### src/rtl/core/hrhp_pkg.sv
package hrhp_pkg;

    localparam int unsigned CHAR_W     = 8;
    localparam int unsigned POS_W      = 10;
    localparam int unsigned BASE_W     = 16;
    localparam int unsigned ADDR_W     = 32;
    localparam int unsigned HALF_W     = 16;
    localparam int unsigned ACC_W      = 12;
    localparam int unsigned IDX_W      = 7;
    localparam int unsigned COUNT_W    = 8;

    localparam logic [CHAR_W-1:0] COLON_CHAR  = 8'd58;
    localparam logic [CHAR_W-1:0] DIGIT_ZERO  = 8'd48;
    localparam logic [CHAR_W-1:0] DIGIT_NINE  = 8'd57;
    localparam logic [CHAR_W-1:0] ALPHA_BIAS  = 8'd55;
    localparam logic [BASE_W-1:0] BASE_RESET  = 16'h0800;

    // character numbers inside a record
    localparam logic [POS_W-1:0] POS_IDLE       = 10'd0;
    localparam logic [POS_W-1:0] POS_COUNT_HI   = 10'd1;
    localparam logic [POS_W-1:0] POS_COUNT_LO   = 10'd2;
    localparam logic [POS_W-1:0] POS_OFFSET_LO  = 10'd3;
    localparam logic [POS_W-1:0] POS_OFFSET_HI  = 10'd6;
    localparam logic [POS_W-1:0] POS_TYPE       = 10'd8;
    localparam logic [POS_W-1:0] POS_FIRST_DATA = 10'd9;
    localparam logic [POS_W-1:0] POS_MAX        = 10'd1023;

    // digit slot within a four-character group
    localparam logic [1:0] DIGIT_D0 = 2'd0;
    localparam logic [1:0] DIGIT_D1 = 2'd1;
    localparam logic [1:0] DIGIT_D2 = 2'd2;
    localparam logic [1:0] DIGIT_D3 = 2'd3;

    typedef struct packed {
        logic [ADDR_W-1:0] flash_address;
        logic [HALF_W-1:0] halfword_value;
        logic              record_last;
    } t_result;

    function automatic logic [3:0] hex_nibble(input logic [CHAR_W-1:0] ch);
        logic [CHAR_W-1:0] diff;
        begin
            if (ch >= DIGIT_ZERO && ch <= DIGIT_NINE) begin
                diff = ch - DIGIT_ZERO;
            end else begin
                diff = ch - ALPHA_BIAS;
            end
            hex_nibble = diff[3:0];
        end
    endfunction

endpackage

### src/rtl/core/hrhp_in_stage.sv
module hrhp_in_stage
    import hrhp_pkg::*;
(
    input  logic              i_clk,
    input  logic              i_rst_n,
    input  logic              i_valid,
    output logic              o_stall,
    input  logic [CHAR_W-1:0] i_record_char,
    input  logic              i_take,      // decoder consumes the held char
    output logic              o_held_valid,
    output logic [CHAR_W-1:0] o_held_char
);

    logic              r_valid;
    logic [CHAR_W-1:0] r_char;
    logic              n_valid;
    logic              load;

    assign o_stall = r_valid & ~i_take;
    assign load    = i_valid & ~o_stall;

    always_comb begin
        n_valid = r_valid;
        if (load) begin
            n_valid = 1'b1;
        end else if (i_take) begin
            n_valid = 1'b0;
        end
    end

    always_ff @(posedge i_clk) begin
        if (!i_rst_n) begin
            r_valid <= 1'b0;
        end else begin
            r_valid <= n_valid;
        end
    end

    always_ff @(posedge i_clk) begin
        if (load) begin
            r_char <= i_record_char;
        end
    end

    assign o_held_valid = r_valid;
    assign o_held_char  = r_char;

endmodule

### src/rtl/core/hrhp_decoder.sv
module hrhp_decoder
    import hrhp_pkg::*;
(
    input  logic              i_clk,
    input  logic              i_rst_n,
    input  logic              i_fire,
    input  logic [CHAR_W-1:0] i_char,
    input  logic [BASE_W-1:0] i_base,
    output logic              o_emit,
    output t_result           o_result
);

    logic [POS_W-1:0]   r_pos,   n_pos;
    logic [COUNT_W-1:0] r_count, n_count;
    logic [15:0]        r_offset, n_offset;
    logic               r_is_data, n_is_data;
    logic [ACC_W-1:0]   r_acc,   n_acc;
    logic [IDX_W-1:0]   r_idx,   n_idx;

    logic               is_colon;
    logic [3:0]         nib;
    logic [1:0]         digit;
    logic [IDX_W-1:0]   total;
    logic               in_data;
    logic [ADDR_W-1:0]  base_addr;

    assign is_colon  = (i_char == COLON_CHAR);
    assign nib       = hex_nibble(i_char);
    // first data char is number 9, so slot = (pos - 9) mod 4
    assign digit     = r_pos[1:0] - 2'd1;
    assign total     = r_count[COUNT_W-1:1];
    assign in_data   = (r_pos >= POS_FIRST_DATA) && (r_pos != POS_MAX) && r_is_data
                       && (r_idx < total);
    assign base_addr = {i_base, r_offset};

    assign o_emit = i_fire && !is_colon && in_data && (digit == DIGIT_D3);
    assign o_result.flash_address  = base_addr + {{(ADDR_W-IDX_W-1){1'b0}}, r_idx, 1'b0};
    assign o_result.halfword_value = {r_acc[3:0], nib, r_acc[11:8], r_acc[7:4]};
    assign o_result.record_last    = ({1'b0, r_idx} + 8'd1) == {1'b0, total};

    always_comb begin
        n_pos     = r_pos;
        n_count   = r_count;
        n_offset  = r_offset;
        n_is_data = r_is_data;
        n_acc     = r_acc;
        n_idx     = r_idx;
        if (i_fire) begin
            if (is_colon) begin
                n_pos     = POS_COUNT_HI;
                n_count   = '0;
                n_offset  = '0;
                n_is_data = 1'b0;
                n_acc     = '0;
                n_idx     = '0;
            end else if (r_pos != POS_IDLE) begin
                if (r_pos == POS_COUNT_HI) begin
                    n_count = {nib, 4'd0};
                end else if (r_pos == POS_COUNT_LO) begin
                    n_count = {r_count[7:4], nib};
                end else if (r_pos >= POS_OFFSET_LO && r_pos <= POS_OFFSET_HI) begin
                    n_offset = {r_offset[11:0], nib};
                end else if (r_pos == POS_TYPE) begin
                    n_is_data = (i_char == DIGIT_ZERO);
                end else if (in_data) begin
                    case (digit)
                        DIGIT_D0: n_acc = {nib, 8'd0};
                        DIGIT_D1: n_acc = r_acc | {4'd0, nib, 4'd0};
                        DIGIT_D2: n_acc = r_acc | {8'd0, nib};
                        default: begin
                            n_acc = '0;
                            n_idx = r_idx + 7'd1;
                        end
                    endcase
                end
                if (r_pos != POS_MAX) begin
                    n_pos = r_pos + 10'd1;
                end
            end
        end
    end

    always_ff @(posedge i_clk) begin
        if (!i_rst_n) begin
            r_pos     <= POS_IDLE;
            r_count   <= '0;
            r_offset  <= '0;
            r_is_data <= 1'b0;
            r_acc     <= '0;
            r_idx     <= '0;
        end else begin
            r_pos     <= n_pos;
            r_count   <= n_count;
            r_offset  <= n_offset;
            r_is_data <= n_is_data;
            r_acc     <= n_acc;
            r_idx     <= n_idx;
        end
    end

endmodule

### src/rtl/core/hrhp_out_stage.sv
module hrhp_out_stage
    import hrhp_pkg::*;
(
    input  logic    i_clk,
    input  logic    i_rst_n,
    input  logic    i_load,
    input  t_result i_result,
    output logic    o_free,     // slot can take a result this cycle
    output logic    o_valid,
    input  logic    i_stall,
    output t_result o_result
);

    logic    r_valid, n_valid;
    t_result r_result;

    assign o_free = ~r_valid | ~i_stall;

    always_comb begin
        n_valid = r_valid;
        if (i_load) begin
            n_valid = 1'b1;
        end else if (r_valid && !i_stall) begin
            n_valid = 1'b0;
        end
    end

    always_ff @(posedge i_clk) begin
        if (!i_rst_n) begin
            r_valid <= 1'b0;
        end else begin
            r_valid <= n_valid;
        end
    end

    always_ff @(posedge i_clk) begin
        if (i_load) begin
            r_result <= i_result;
        end
    end

    assign o_valid  = r_valid;
    assign o_result = r_result;

endmodule

### src/rtl/core/hex_record_halfword_parser.sv
// Hex record halfword parser.
// Input channel: i_valid / o_stall with one ASCII char (i_record_char) per
//   transfer. A ':' starts a record; count, offset and type are decoded,
//   and each four-digit data group of a type '0' record gives one halfword.
// Output channel: o_valid / i_stall with o_flash_address, o_halfword_value
//   (bytes swapped) and o_record_last on the final halfword of the record.
// Config channel: i_cfg_valid / o_cfg_ready with i_cfg_data, the upper 16
//   address bits. Always ready; a write is registered into the upper address bits.
// Data path: a char is registered on transfer, decoded when the decoder takes
//   it, and its halfword (if any) is registered in the result stage.
// Throughput: one char per cycle while the output is not stalled, set by
//   the single decode stage between the input register and the result register.
// Stall: a held result blocks the decoder only while i_stall is high; the
//   input register then fills and o_stall rises the same cycle.
// Reset (sync, active low): both stages empty, parser waits for ':',
//   upper address bits return to 16'h0800.
module hex_record_halfword_parser
    import hrhp_pkg::*;
(
    input  logic              i_clk,
    input  logic              i_rst_n,
    input  logic              i_valid,
    output logic              o_stall,
    input  logic [CHAR_W-1:0] i_record_char,
    output logic              o_valid,
    input  logic              i_stall,
    output logic [ADDR_W-1:0] o_flash_address,
    output logic [HALF_W-1:0] o_halfword_value,
    output logic              o_record_last,
    input  logic              i_cfg_valid,
    output logic              o_cfg_ready,
    input  logic [BASE_W-1:0] i_cfg_data
);

    logic [BASE_W-1:0] r_base;
    logic              held_valid;
    logic [CHAR_W-1:0] held_char;
    logic              out_free;
    logic              take;
    logic              emit;
    t_result           dec_result;
    t_result           out_result;

    // config register
    assign o_cfg_ready = 1'b1;
    always_ff @(posedge i_clk) begin
        if (!i_rst_n) begin
            r_base <= BASE_RESET;
        end else if (i_cfg_valid && o_cfg_ready) begin
            r_base <= i_cfg_data;
        end
    end

    // decode only when a produced result would have a free slot
    assign take = held_valid & out_free;

    hrhp_in_stage u_in (
        .i_clk         (i_clk),
        .i_rst_n       (i_rst_n),
        .i_valid       (i_valid),
        .o_stall       (o_stall),
        .i_record_char (i_record_char),
        .i_take        (take),
        .o_held_valid  (held_valid),
        .o_held_char   (held_char)
    );

    hrhp_decoder u_dec (
        .i_clk    (i_clk),
        .i_rst_n  (i_rst_n),
        .i_fire   (take),
        .i_char   (held_char),
        .i_base   (r_base),
        .o_emit   (emit),
        .o_result (dec_result)
    );

    hrhp_out_stage u_out (
        .i_clk    (i_clk),
        .i_rst_n  (i_rst_n),
        .i_load   (emit),
        .i_result (dec_result),
        .o_free   (out_free),
        .o_valid  (o_valid),
        .i_stall  (i_stall),
        .o_result (out_result)
    );

    assign o_flash_address  = out_result.flash_address;
    assign o_halfword_value = out_result.halfword_value;
    assign o_record_last    = out_result.record_last;

endmodule

### config.mk
export PLATFORM = sky130hd
export DESIGN_NAME = hex_record_halfword_parser
export DESIGN_NICKNAME = d
export VERILOG_FILES = /design/src/rtl/core/hrhp_pkg.sv /design/src/rtl/core/hrhp_in_stage.sv /design/src/rtl/core/hrhp_decoder.sv /design/src/rtl/core/hrhp_out_stage.sv /design/src/rtl/core/hex_record_halfword_parser.sv
export SDC_FILE = /design/constraint.sdc
export NUM_CORES = 1
export LEC_CHECK = 0
export ABC_CLOCK_PERIOD_IN_PS = 12000
export BUFFER_PORTS_ARGS = -buffer_cell sky130_fd_sc_hd__buf_2
export CORE_MARGIN = 4
export CORE_UTILIZATION = 65
export CTS_BUF_LIST = sky130_fd_sc_hd__clkbuf_8
export CTS_CLUSTER_DIAMETER = 200
export DETAILED_ROUTE_END_ITERATION = 12
export PLACE_DENSITY = 0.88
export SLEW_MARGIN = 20
export SYNTH_ARGS = -nofsm -noshare
export SYNTH_HDL_FRONTEND = slang
export SYNTH_SLANG_ARGS = --single-unit
### constraint.sdc
create_clock -name i_clk -period 12 [get_ports i_clk]
set_input_delay 1.8 -clock i_clk [delete_from_list [all_inputs] [get_ports i_clk]]
set_output_delay 1.8 -clock i_clk [all_outputs]
set_load 0.005 [all_outputs]
**Word-level counts from Yosys, hierarchy flattened**

Cells that the tools add are included.

- Register bits after elaboration: 129
- Output and inout port bits: 52
- Bits in latches: 0
- Memories kept: 0
- Bits in read-only memories: 0
- RAM bits: 0

- Muxes and demuxes: 39
- $lt $le $gt $ge: 6
- Equal/unequal tests: 15
- Reductions and logical operators: 30
- Bitwise operators: 10
- Shift-type cells: 0
- Add/sub/neg operators: 7
- Div/mod/pow operators: 0
- Multiply operators: 0

Operators with widths:

| kind | count |
|---|---|
| 2-to-1 mux 12 bit | 7 |
| 2-to-1 mux 16 bit | 5 |
| 2-to-1 mux 7 bit | 8 |
| case mux 12 bit (3 select lines) | 1 |
| adder 32 x 8 -> 32 bit | 1 |
| 2-to-1 mux 10 bit | 3 |
| 2-to-1 mux 8 bit | 3 |
| equality test 8 x 6 -> 1 bit (second input constant) | 2 |
| nonzero test 2 bit | 8 |
| bitwise OR 12 x 4 -> 12 bit | 1 |
| bitwise OR 12 x 8 -> 12 bit | 1 |
| adder 10 x 1 -> 10 bit (second input constant) | 1 |
| equality test 10 x 1 -> 1 bit (second input constant) | 1 |
| equality test 10 x 2 -> 1 bit (second input constant) | 1 |
| equality test 10 x 4 -> 1 bit (second input constant) | 1 |
| >= comparator 10 x 2 -> 1 bit (second input constant) | 1 |
| >= comparator 10 x 4 -> 1 bit (second input constant) | 1 |
| <= comparator 10 x 3 -> 1 bit (second input constant) | 1 |
| 2-to-1 mux 1 bit | 10 |
| inequality test 10 bit (second input constant) | 1 |
| inequality test 2 x 1 -> 1 bit (second input constant) | 5 |
| nonzero test 10 bit | 1 |
| logical AND 1 bit | 9 |
| AND reduction 3 bit | 3 |
| other kinds (23) | 31 |

**Depth between registers and ports, before layout**

Gate-level depths: netlist of the first run.

- Depth after elaboration: 12
- Depth in mapped cells: 10
- Mapped depth without buffers: 10

**Cells and area by module**

From an unflattened synthesis of the first run, not the netlist that was laid out.

- Cell total of the unflattened synthesis: 608
- Area, all modules: 6129.6 um^2

Modules (own cells, without submodules):

| module | area each (um^2) | sequential area each (um^2) | times used | cells each |
|---|---|---|---|---|
| hrhp_decoder | 3704.8 | 1061.0 | 1 | 489 |
| hrhp_out_stage | 1506.4 | 1491.4 | 1 | 53 |
| hex_record_halfword_parser | 630.6 | 320.3 | 1 | 54 |
| hrhp_in_stage | 287.8 | 260.2 | 1 | 12 |

**Worst setup path after synthesis of the first run**

Ideal clock, no wire load.

- Kind: input to register
- Start point: in i_stall
- End point: reg u_out.r_result, in the netlist u_out.o_result[0], enable pin
- Arrival: 4.366 ns
- Setup slack: 7.178 ns
- Buffers on the path: 0
- Stages: 5
- Required time: 11.544 ns
- Cell sequence: nand2_1 > nand2_1 > nor2_1 > nand2_1 > nor2_1

- Cells in the longest elaborated chain, start to end: 6

RTL lines:

| what | line | text |
|---|---|---|
| start, declared | hex_record_halfword_parser.sv:26 | `input logic i_stall,` |
| NOT 1 bit | hrhp_out_stage.sv:17 | `assign o_free = ~r_valid \| ~i_stall;` |
| bitwise OR 1 bit | hrhp_out_stage.sv:17 |  |
| AND 1 bit | hex_record_halfword_parser.sv:55 | `assign take = held_valid & out_free;` |
| logical AND 1 bit (3 in a row) | hrhp_decoder.sv:36 | `assign o_emit = i_fire && !is_colon && in_data && (digit == DIGIT_D3);` |
| via emit | hex_record_halfword_parser.sv:40 | `logic emit;` |
| end signal, assigned | hrhp_out_stage.sv:38 | `r_result <= i_result;` |
| end, declared | hrhp_out_stage.sv:15 | `t_result r_result;` |

The timed path passes the listed nets, and every way through them passes these cells.
A chain may end at the register's enable or synchronous reset.

**Worst setup path after layout of the first run**

- Start point: in i_stall
- End point: out o_stall

- Cells in the longest elaborated chain, start to end: 5

RTL lines:

| what | line | text |
|---|---|---|
| NOT 1 bit | hrhp_out_stage.sv:17 |  |
| bitwise OR 1 bit | hrhp_out_stage.sv:17 |  |
| AND 1 bit | hex_record_halfword_parser.sv:55 |  |
| NOT 1 bit | hrhp_in_stage.sv:19 | `assign o_stall = r_valid & ~i_take;` |
| AND 1 bit | hrhp_in_stage.sv:19 |  |
| end, declared | hex_record_halfword_parser.sv:23 | `output logic o_stall,` |

No other way between the ends.

==> metrics.txt, run 1 <==
Synth area leaders edfxtp_1, dfxtp_1, ha_1, xnor2_1, nand2_1; status finished, final reports clean; post-DR vias/cell 5.850; clock sink count 128; Worst path slowest cell and3_1; Seq/Total Area, Yosys 50.73%; Final TNS setup 0 ns; vias in the first global route 4509; Logic pwr share 4.3%; slowest stage delay, CP 0.20 ns; Top Ports 81; Clk network pwr share 43.2%; depth of the CTS H-tree 4; CTS tree yes; CTS clock-pin slew for the worst setup and hold paths 0.08 ns; P_sw 200.9 µW; CP Capture Type output pin; crit path kind primary input to output pin; initial core utilization 66.84%; delay-heaviest family, CP buffers and inverters; clock buffer count from CTS 17; reg2reg path depth 8; Via Count 4703; remaining antenna violation count 0; worst-margin pin slew 0.9680 ns; Final Hold Vio Count 0; FFs w/ async S/R, synth 0%; hold buffers post-CTS 0; count leader, synth dfxtp_1; Worst EP arrival 2.24 ns; Syn. warnings 0; first-pass GRT wire length 21.88 mm; Root Driver clkbuf_8; Routability Congestion 0.9441; worst min path class flop to flop; post-place setup slack 7.957 ns; number of flops mapped to enable cells by yosys 57; Area Overhead vs Synth 13.86%; Die Height 105.5 µm; row count 35; minimum clock period 4.040 ns; nature of the critical path startpoint primary input; #FFs+latches synth 128; start of the worst register-to-register path u_dec.r_idx[4]; Max IR drop VDD 0.07636 mV; area of the die 11130 µm²; IO buf count 79; top post-synthesis cells by count dfxtp_1, edfxtp_1, nand2_1; end of the worst register-to-register path u_out.o_result[39]; highest net fanout along the worst path 3; antenna violations before repair 0; worst hold start u_dec.r_acc[5]; Sw Ratio 22.65%; post-CTS setup buffer count 0; hold path cells 0; top cell type's share of synthesized area 27.71%; Final #Nets 718; CP most frequent cell buf_2; Core ar. 9240 µm²; Mean Syn Cell Area 10.50 µm²; drt pass-1 iters 5; critical path data required time 10.20 ns; R2R Setup Slk 9.10 ns; pins over their slew limit 0; P_leak 0.002762 µW; Syn Inst Count 588; Detailed Route WL 13.07 mm; Clk Latency, worst-skew pair 0.45 ns; Post-Syn Nets 644; Clock Skew 0.01541 ns; DR WL/cell 16.26 µm; ANT cells 0; Max Buffers Root-to-Sink 2; Synth Flop Type dfxtp_1; Max Fclk 0.2476 GHz; fin worst setup slack 7.960 ns; post-cts gate resize count 0; Yosys cell types 64; worst path bufs/invs 2; Flop pwr share 52.5%; Initial DRC Count 338; Internal 686.0 µW; gr usage total 24.66%; total gr overflow 0; Finish-stage setup viols 0; Chip Width 105.5 µm; cell accounting for the most synthesized area edfxtp_1; CP cell instances buf_2, and3_1, buf_2; fin crit share 33.66%; number of max-cap violations 0; hold endpoint u_out.o_result[2]; detailed placement HPWL 8.973 mm; share of layout cells above drive strength 1 19.26%; largest net degree at the start of global routing 53; Cell Pwr Density 126.1 nW/µm²; RSZ-0062 raised after global routing no; worst rel slew slack 35.17%; Residual DRC 0; Fill cells 599; Synth Cell Area 6176 µm²
## area by class of cell
| cell class | count | area, µm² | share of cell area (%) |
|---|---|---|---|
| Inverter | 25 | 93.84 | 1.335 |
| Clock buffer | 18 | 247.7 | 3.523 |
| Multi-Input combinational cell | 410 | 2826 | 40.20 |
| Clock inverter | 14 | 166.4 | 2.367 |
| Sequential cell | 128 | 3133 | 44.56 |
| Tap cell | 129 | 161.4 | 2.295 |
| Timing Repair Buffer | 80 | 402.9 | 5.730 |
## layer usage
metal | track usage [%] | part of all wire (%) | up-vias
met5 | 0 | 0 | -
met4 | 9.841 | 2.8 | 0
met3 | 6.062 | 7.0 | 41
met2 | 41.07 | 50 | 186
met1 | 30.82 | 40 | 2241
li1 | - | - | 2235
## through the flow
| stage | area, µm² | utilization [%] | total power [µW] | hold WS [ns] | cells |
|---|---|---|---|---|---|
| finish | 7032 | 76.10 | 886.9 | 0.4258 | 804 |
| global route | 7032 | 76.10 | 920.2 | 0.4342 | 804 |
| CTS | 7028 | 76.06 | 890.0 | 0.4319 | 804 |
| detailed placement | 6614 | 71.58 | 512.8 | 0.4188 | 772 |
| global placement | 6614 | 71.58 | 510.3 | 0.4163 | 772 |
| floorplan | 6176 | - | 499.1 | 0.4081 | 588 |
## kinds of logic (layout without fill, tap and decap cells)
kind of cell	count (synthesis)	in the layout	synth area share, %
buffers and inverters	50	137	3.687
other	1	1	0.06072
xor gates and xnor gates	41	41	5.815
AOI/OAI and AO/OA	108	108	12.84
DFF	128	128	50.73
adders and majority gates	27	27	5.592
and+or+nand+nor	215	215	18.36
muxes	18	18	2.917
## power groups by stage
stage	clock network (µW)	logic (µW)	registers (µW)
after global placement	0	35.8	475
after global routing	413	41.5	466
after floorplan	0	26.4	473
final	383	38.2	465
after CTS	387	37.8	465
after detailed placement	0	37.6	475
## cells in the final DEF (no fill, tap or decap), types with 3 or more instances in the layout
| cell type | n |
|---|---|
| buf_2 | 79 |
| dfxtp_1 | 71 |
| edfxtp_1 | 57 |
| nand2_1 | 53 |
| nor2_1 | 38 |
| nand3_1 | 37 |
| xnor2_1 | 32 |
| nor2b_1 | 29 |
| inv_1 | 26 |
| ha_1 | 26 |
| mux2i_1 | 18 |
| clkbuf_8 | 18 |
| a21boi_0 | 15 |
| a21oi_1 | 14 |
| o21ai_0 | 14 |
| o21a_1 | 11 |
| nand4_1 | 10 |
| and3_1 | 9 |
| xor2_1 | 9 |
| nor3_1 | 8 |
| a22oi_1 | 7 |
| a21o_1 | 6 |
| a31oi_1 | 6 |
| o22ai_1 | 5 |
| and4_1 | 4 |
| nor3b_1 | 4 |
| clkinv_2 | 4 |
| clkinv_4 | 4 |
| nand2b_1 | 3 |
| and2_1 | 3 |
| a211oi_1 | 3 |
| or3_1 | 3 |
| a21boi_1 | 3 |
| bufinv_16 | 3 |
## flip-flops by register name, summed over array words and instances (netlist names)
name / cells
u_out.o_result: 49
r_base: 16
u_dec.r_offset: 16
u_dec.r_acc: 12
u_dec.r_pos: 10
u_in.o_held_char: 8
u_dec.r_count: 7
u_dec.r_idx: 7
u_dec.r_is_data: 1
u_in.o_held_valid: 1
u_out.o_valid: 1
## worst max path at each step
stage          startpoint                 to  slack (ns)  cells past startpoint
2_1_floorplan     i_stall  u_out.o_result[0]        7.18                      5
5_1_grt           i_stall            o_stall        7.94                      3
6_report          i_stall            o_stall        7.96                      3
4_1_cts           i_stall            o_stall        7.96                      3
3_3_place_gp      i_stall            o_stall        7.98                      3
3_5_place_dp      i_stall            o_stall        7.96                      3
No activity file was read; power rests on OpenSTA's default activity.
==> run 2, diff against run 1 <==
Settings changed: ABC_CLOCK_PERIOD_IN_PS 12000 to 3370, CORE_UTILIZATION 65 to 54, PLACE_DENSITY 0.88 to 0.78.
Clock period 12 ns to 3.37 ns, I/O delays scaled along.
==> run 2 against run 1 <==
Combinational power grew to 3.5 times the previous value. Count of clock-buffer cells in the layout unchanged. Final cell count is 1.6% higher. Critical path type is now flop to flop. Worst setup slack worse by 7.3 ns. Register-to-register slack worse by 8.5 ns. Sequential cell count unchanged. Global-route usage down 4.0 points. Die area grew 19%. Non-clock buffer count increased by 2. Largest cell class unchanged. First-iteration DRC count decreased by 33%. Via count decreased by 2.3%.
==> metrics.txt, run 2 (same netlist as run 1, synthesis figures left out) <==
Chip Width 114.9 µm; row count 38; area of the multi-input gates 2823 µm²; CTS tree yes; Top Ports 81; drt pass-1 iters 5; CP Capture Type flop; Final #Nets 720; end of the worst register-to-register path u_out.o_result[44]; hold endpoint u_in.o_held_char[6]; Pwr Total 3157 µW; worst-margin pin slew 0.9059 ns; area of the die 13210 µm²; Routability Congestion 0.9036; highest net fanout along the worst path 6; Final TNS setup 0 ns; Worst EP arrival 2.94 ns; commonest non-fill, non-tap cell in the layout buf_2; Max IR drop VDD 0.2384 mV; remaining antenna violation count 0; Detailed Route WL 12.91 mm; dpl cells 785; Final Hold Vio Count 0; Core ar. 11030 µm²; Root Driver clkbuf_8; Die Height 114.9 µm; critical path data required time 3.56 ns; clock buffer count from CTS 17; nature of the critical path startpoint flop; Clock Skew 0.01424 ns; pins over their slew limit 0; Clk Latency, worst-skew pair 0.44 ns; DR WL/cell 15.80 µm; hold buffers post-CTS 0; vias in the first global route 4499; Cell Pwr Density 446.7 nW/µm²; Residual DRC 0; CTS clock-pin slew for the worst setup and hold paths 0.07 ns; RSZ-0062 raised after global routing no; minimum clock period 2.757 ns; post-CTS setup buffer count 0; commonest cells after routing, fill and taps aside buf_2, dfxtp_1, edfxtp_1, nand2_1, nor2_1; post-DR vias/cell 5.622; number of max-cap violations 0; gr usage total 20.66%; crit path kind flop to flop; clock sink count 128; largest net degree at the start of global routing 34; worst hold start i_record_char[6]; start of the worst register-to-register path u_dec.r_idx[0]; Max Fclk 0.3627 GHz; reg2reg path depth 10; number of flip-flops in the largest register 49; depth of the CTS H-tree 4; Fill cells 870; worst hold margin 0.2446 ns; R2R Setup Slk 0.61 ns; Final Non-Filler Cells 817; hold path cells 1; P_leak 0.002763 µW; Initial DRC Count 227; Max Buffers Root-to-Sink 2; total gr overflow 0; post-cts gate resize count 0; IO buf count 79; Via Count 4593; first-pass GRT wire length 21.66 mm; Area after DPL 6655 µm²; Area Overhead vs Synth 14.42%; share of layout cells above drive strength 1 19.20%; fin crit share 81.81%; antenna violations before repair 0; ANT cells 0; initial core utilization 55.99%; Finish-stage setup viols 0; worst min path class primary input to flop; detailed placement HPWL 9.302 mm; Seq. cell area 3133 µm²; worst rel slew slack 39.32%; status finished, final reports clean; post-route cell area 7067 µm²
[run 2: changes by cell type in the layout (fill, tap and decap cells not counted)]
cell        delta
o21ai_2        -1
buf_12         +1
clkinv_2       -1
inv_1          -1
clkinvlp_4     +1
clkinv_4       -1
buf_4          +1
o21ai_1        +1
clkinv_1       +2
[run 2: power by group]
| part | internal [µW] | leakage [µW] | switching [µW] |
|---|---|---|---|
| clock network | 750 | 0.000208 | 616 |
| registers | 1630 | 0.00113 | 22.7 |
| logic | 56.8 | 0.00143 | 76.6 |
[run 2: worst max-delay path, stage by stage, from the launching register on]
cell and delay (ns):
dfxtp_1 0.43, ha_1 0.20, inv_1 0.05, fa_1 0.40, nor2b_1 0.14, o21a_1 0.14
o21ai_0 0.19, a21oi_2 0.39, nand2_1 0.23, nor3_1 0.25, xnor2_1 0.09
[run 2: layout make-up]
class / instances / area share [%]
Clock inverter: 14 / 2.319
Clock buffer: 18 / 3.506
Inverter: 25 / 1.328
Tap cell: 140 / 2.479
Sequential cell: 128 / 44.33
Multi-Input combinational cell: 410 / 39.94
Timing Repair Buffer: 82 / 6.091
[run 2: metal layers]
metal	routed length (µm)	up-vias	global-route usage, %
li1	-	2244	-
met1	5477	2203	25.73
met2	6578	122	34.88
met3	613	24	5.158
met4	241	0	7.512
met5	0	-	0
[run 2: metrics by stage]
stage	setup slack [ns]	utilization, %
after CTS	0.6613	64.07
after detailed placement	0.6781	60.33
after floorplan	0.1696	-
after global routing	0.4185	64.07
after global placement	0.7396	60.33
final	0.6131	64.07
[run 2: worst max-delay path by stage]
stage	from	to	slack, ns	cells after the start
global route	u_dec.r_idx[0]	u_out.o_result[44]	0.42	10
detailed placement	u_dec.r_idx[3]	u_out.o_result[38]	0.68	7
finish	u_dec.r_idx[0]	u_out.o_result[44]	0.61	10
floorplan	u_dec.r_count[2]	u_out.o_result[0]	0.17	8
global placement	u_dec.r_idx[3]	u_out.o_result[43]	0.74	7
CTS	u_dec.r_idx[3]	u_out.o_result[45]	0.66	7
==> run 3, diff against run 2 <==
Settings changed: ABC_CLOCK_PERIOD_IN_PS 3370 to 2700, CORE_UTILIZATION 54 to 60, PLACE_DENSITY 0.78 to 0.82.
Clock period 3.37 ns to 2.7 ns, I/O delays scaled along.
==> run 3 against run 2 <==
Sequential cell count is the same. Register-to-register slack lost 0.48 ns. Global-route usage grew 2.9 points. Clock power grew 17%. Worst hold slack lost 0.11 ns. Worst setup slack lost 0.48 ns. Final cell count grew 0.24%. Core utilization grew 7.7 points. Final area grew 0.67%. Sequential share of layout area shrank 0.30 points. Non-clock buffer count grew 9. Clock skew shrank 0.0039 ns.
==> metrics.txt, run 3 (same netlist as run 1, synthesis figures left out) <==
worst-margin pin slew 0.7223 ns; post-DR vias/cell 5.716; Flop pwr share 53.8%; CTS clock-pin slew for the worst setup and hold paths 0.08 ns; Routability Congestion 0.8809; Via Count 4681; Chip Width 109.5 µm; hold buffers post-CTS 0; Sw Ratio 23.13%; Root Driver clkbuf_8; R2R Setup Slk 0.13 ns; IO buf count 79; Cell Pwr Density 540.7 nW/µm²; commonest non-fill, non-tap cell in the layout buf_2; Clock Skew 0.01031 ns; clock sink count 128; number of max-cap violations 0; Core ar. 9910 µm²; share of layout cells above drive strength 1 20.99%; worst min path class primary input to flop; depth of the CTS H-tree 4; highest net fanout along the worst path 9; area of the multi-input gates 2834 µm²; reg2reg path depth 8; critical path endpoint u_dec.r_idx[4]; Max Fclk 0.3895 GHz; number of flip-flops in the largest register 49; Die Height 109.5 µm; Seq. cell area 3133 µm²; Worst EP arrival 2.91 ns; end of the worst register-to-register path u_dec.r_idx[4]; commonest cells after routing, fill and taps aside buf_2, dfxtp_1, edfxtp_1, nand2_1, nor2_1; CP cell instances ha_1, nor2b_1, o211ai_2, a21oi_1, a2111oi_4, and3_1, o22ai_4, a211o_1; worst rel slew slack 51.84%; row count 36; Clk Latency, worst-skew pair 0.45 ns; drt pass-1 iters 5; nature of the critical path startpoint flop; gr usage total 23.59%; start of the worst register-to-register path u_dec.r_idx[1]; Detailed Route WL 13.28 mm; Initial DRC Count 370; antenna violations before repair 0; Internal 2957 µW; ANT cells 0; worst setup path start u_dec.r_idx[1]; total gr overflow 0; Final TNS setup 0 ns; DR WL/cell 16.21 µm; CP Capture Type flop; vias in the first global route 4593; Top Ports 81; first-pass GRT wire length 21.82 mm; Area Overhead vs Synth 15.19%; area of the die 11980 µm²; clock buffer count from CTS 17; largest net degree at the start of global routing 31; GR met3 Demand/Resource 4.991%; GRT busiest layer met2; Max Buffers Root-to-Sink 2; met2 global-route usage 38.40%; critical path data required time 3.04 ns; crit path kind flop to flop; Fill cells 727; Clk network pwr share 41.6%; Logic pwr share 4.7%; P_leak 0.002801 µW; Worst path slowest cell and3_1; CTS tree yes; RSZ-0062 raised after global routing no; Finish-stage setup viols 0; remaining antenna violation count 0; initial core utilization 62.32%; fin crit share 95.09%; Residual DRC 0; fin util 71.79%; status finished, final reports clean; P_sw 889.5 µW; Max IR drop VDD 0.4574 mV; minimum clock period 2.567 ns; detailed placement HPWL 9.391 mm; pins over their slew limit 0; Final Hold Vio Count 0; Final #Nets 729; slowest stage delay, CP 0.47 ns; post-CTS setup buffer count 0; GR Util met1 29.50%
run 3: routing by layer:
metal,vias to the layer above,share of wire [%]
met2,164,49
li1,2270,-
met5,-,0
met1,2205,41
met3,42,6.8
met4,0,3.1
run 3: layout make-up:
type                    count  area share, %
clock buffers              18          3.482
multi-input cells         410          39.83
clock inverters            14          1.987
inverters                  25          1.319
well taps                 133          2.339
repair buffers             91          7.000
flip-flops and latches    128          44.04
run 3: power groups by stage:
stage / logic [µW] / clock network, µW / registers (µW)
6_report: 180 / 1600 / 2070
5_1_grt: 194 / 1730 / 2070
4_1_cts: 178 / 1630 / 2070
3_5_place_dp: 177 / 0 / 2110
3_3_place_gp: 167 / 0 / 2110
2_1_floorplan: 118 / 0 / 2100
run 3: how the worst min path moves through the flow:
stage	startpoint	slack [ns]	to	cells past startpoint
after floorplan	u_dec.r_acc[8]	0.41	u_out.o_result[5]	0
after global placement	u_dec.r_acc[11]	0.42	u_out.o_result[8]	0
after detailed placement	u_dec.r_acc[9]	0.42	u_out.o_result[6]	0
after CTS	i_record_char[2]	0.11	u_in.o_held_char[2]	1
after global routing	i_record_char[3]	0.11	u_in.o_held_char[3]	1
final	i_record_char[6]	0.14	u_in.o_held_char[6]	1
run 3: what timing repair did:
action | 4_1_cts | 5_1_grt
hold endpoints to repair | 0 | 0
resized for setup | 0 | 2
endpoints found under the setup margin | 0 | 2
run 3: worst max-delay path: cells and delay by family, from the launching register on:
kind	cells	cell delay, ns
compound gates	5	1.13
simple gates	2	0.61
flops	1	0.45
fa+ha+maj	1	0.27
run 3: stage by stage:
stage	area, µm²	hold slack [ns]	setup WS (ns)	cells	power (µW)
3_3_place_gp	6714	0.4172	0.2745	787	2277
5_1_grt	7114	0.1095	0.003748	819	3992
6_report	7114	0.1361	0.1326	819	3847
2_1_floorplan	6183	0.4081	0.01125	588	2218
3_5_place_dp	6714	0.4163	0.1729	787	2288
4_1_cts	7103	0.1110	0.1481	819	3876
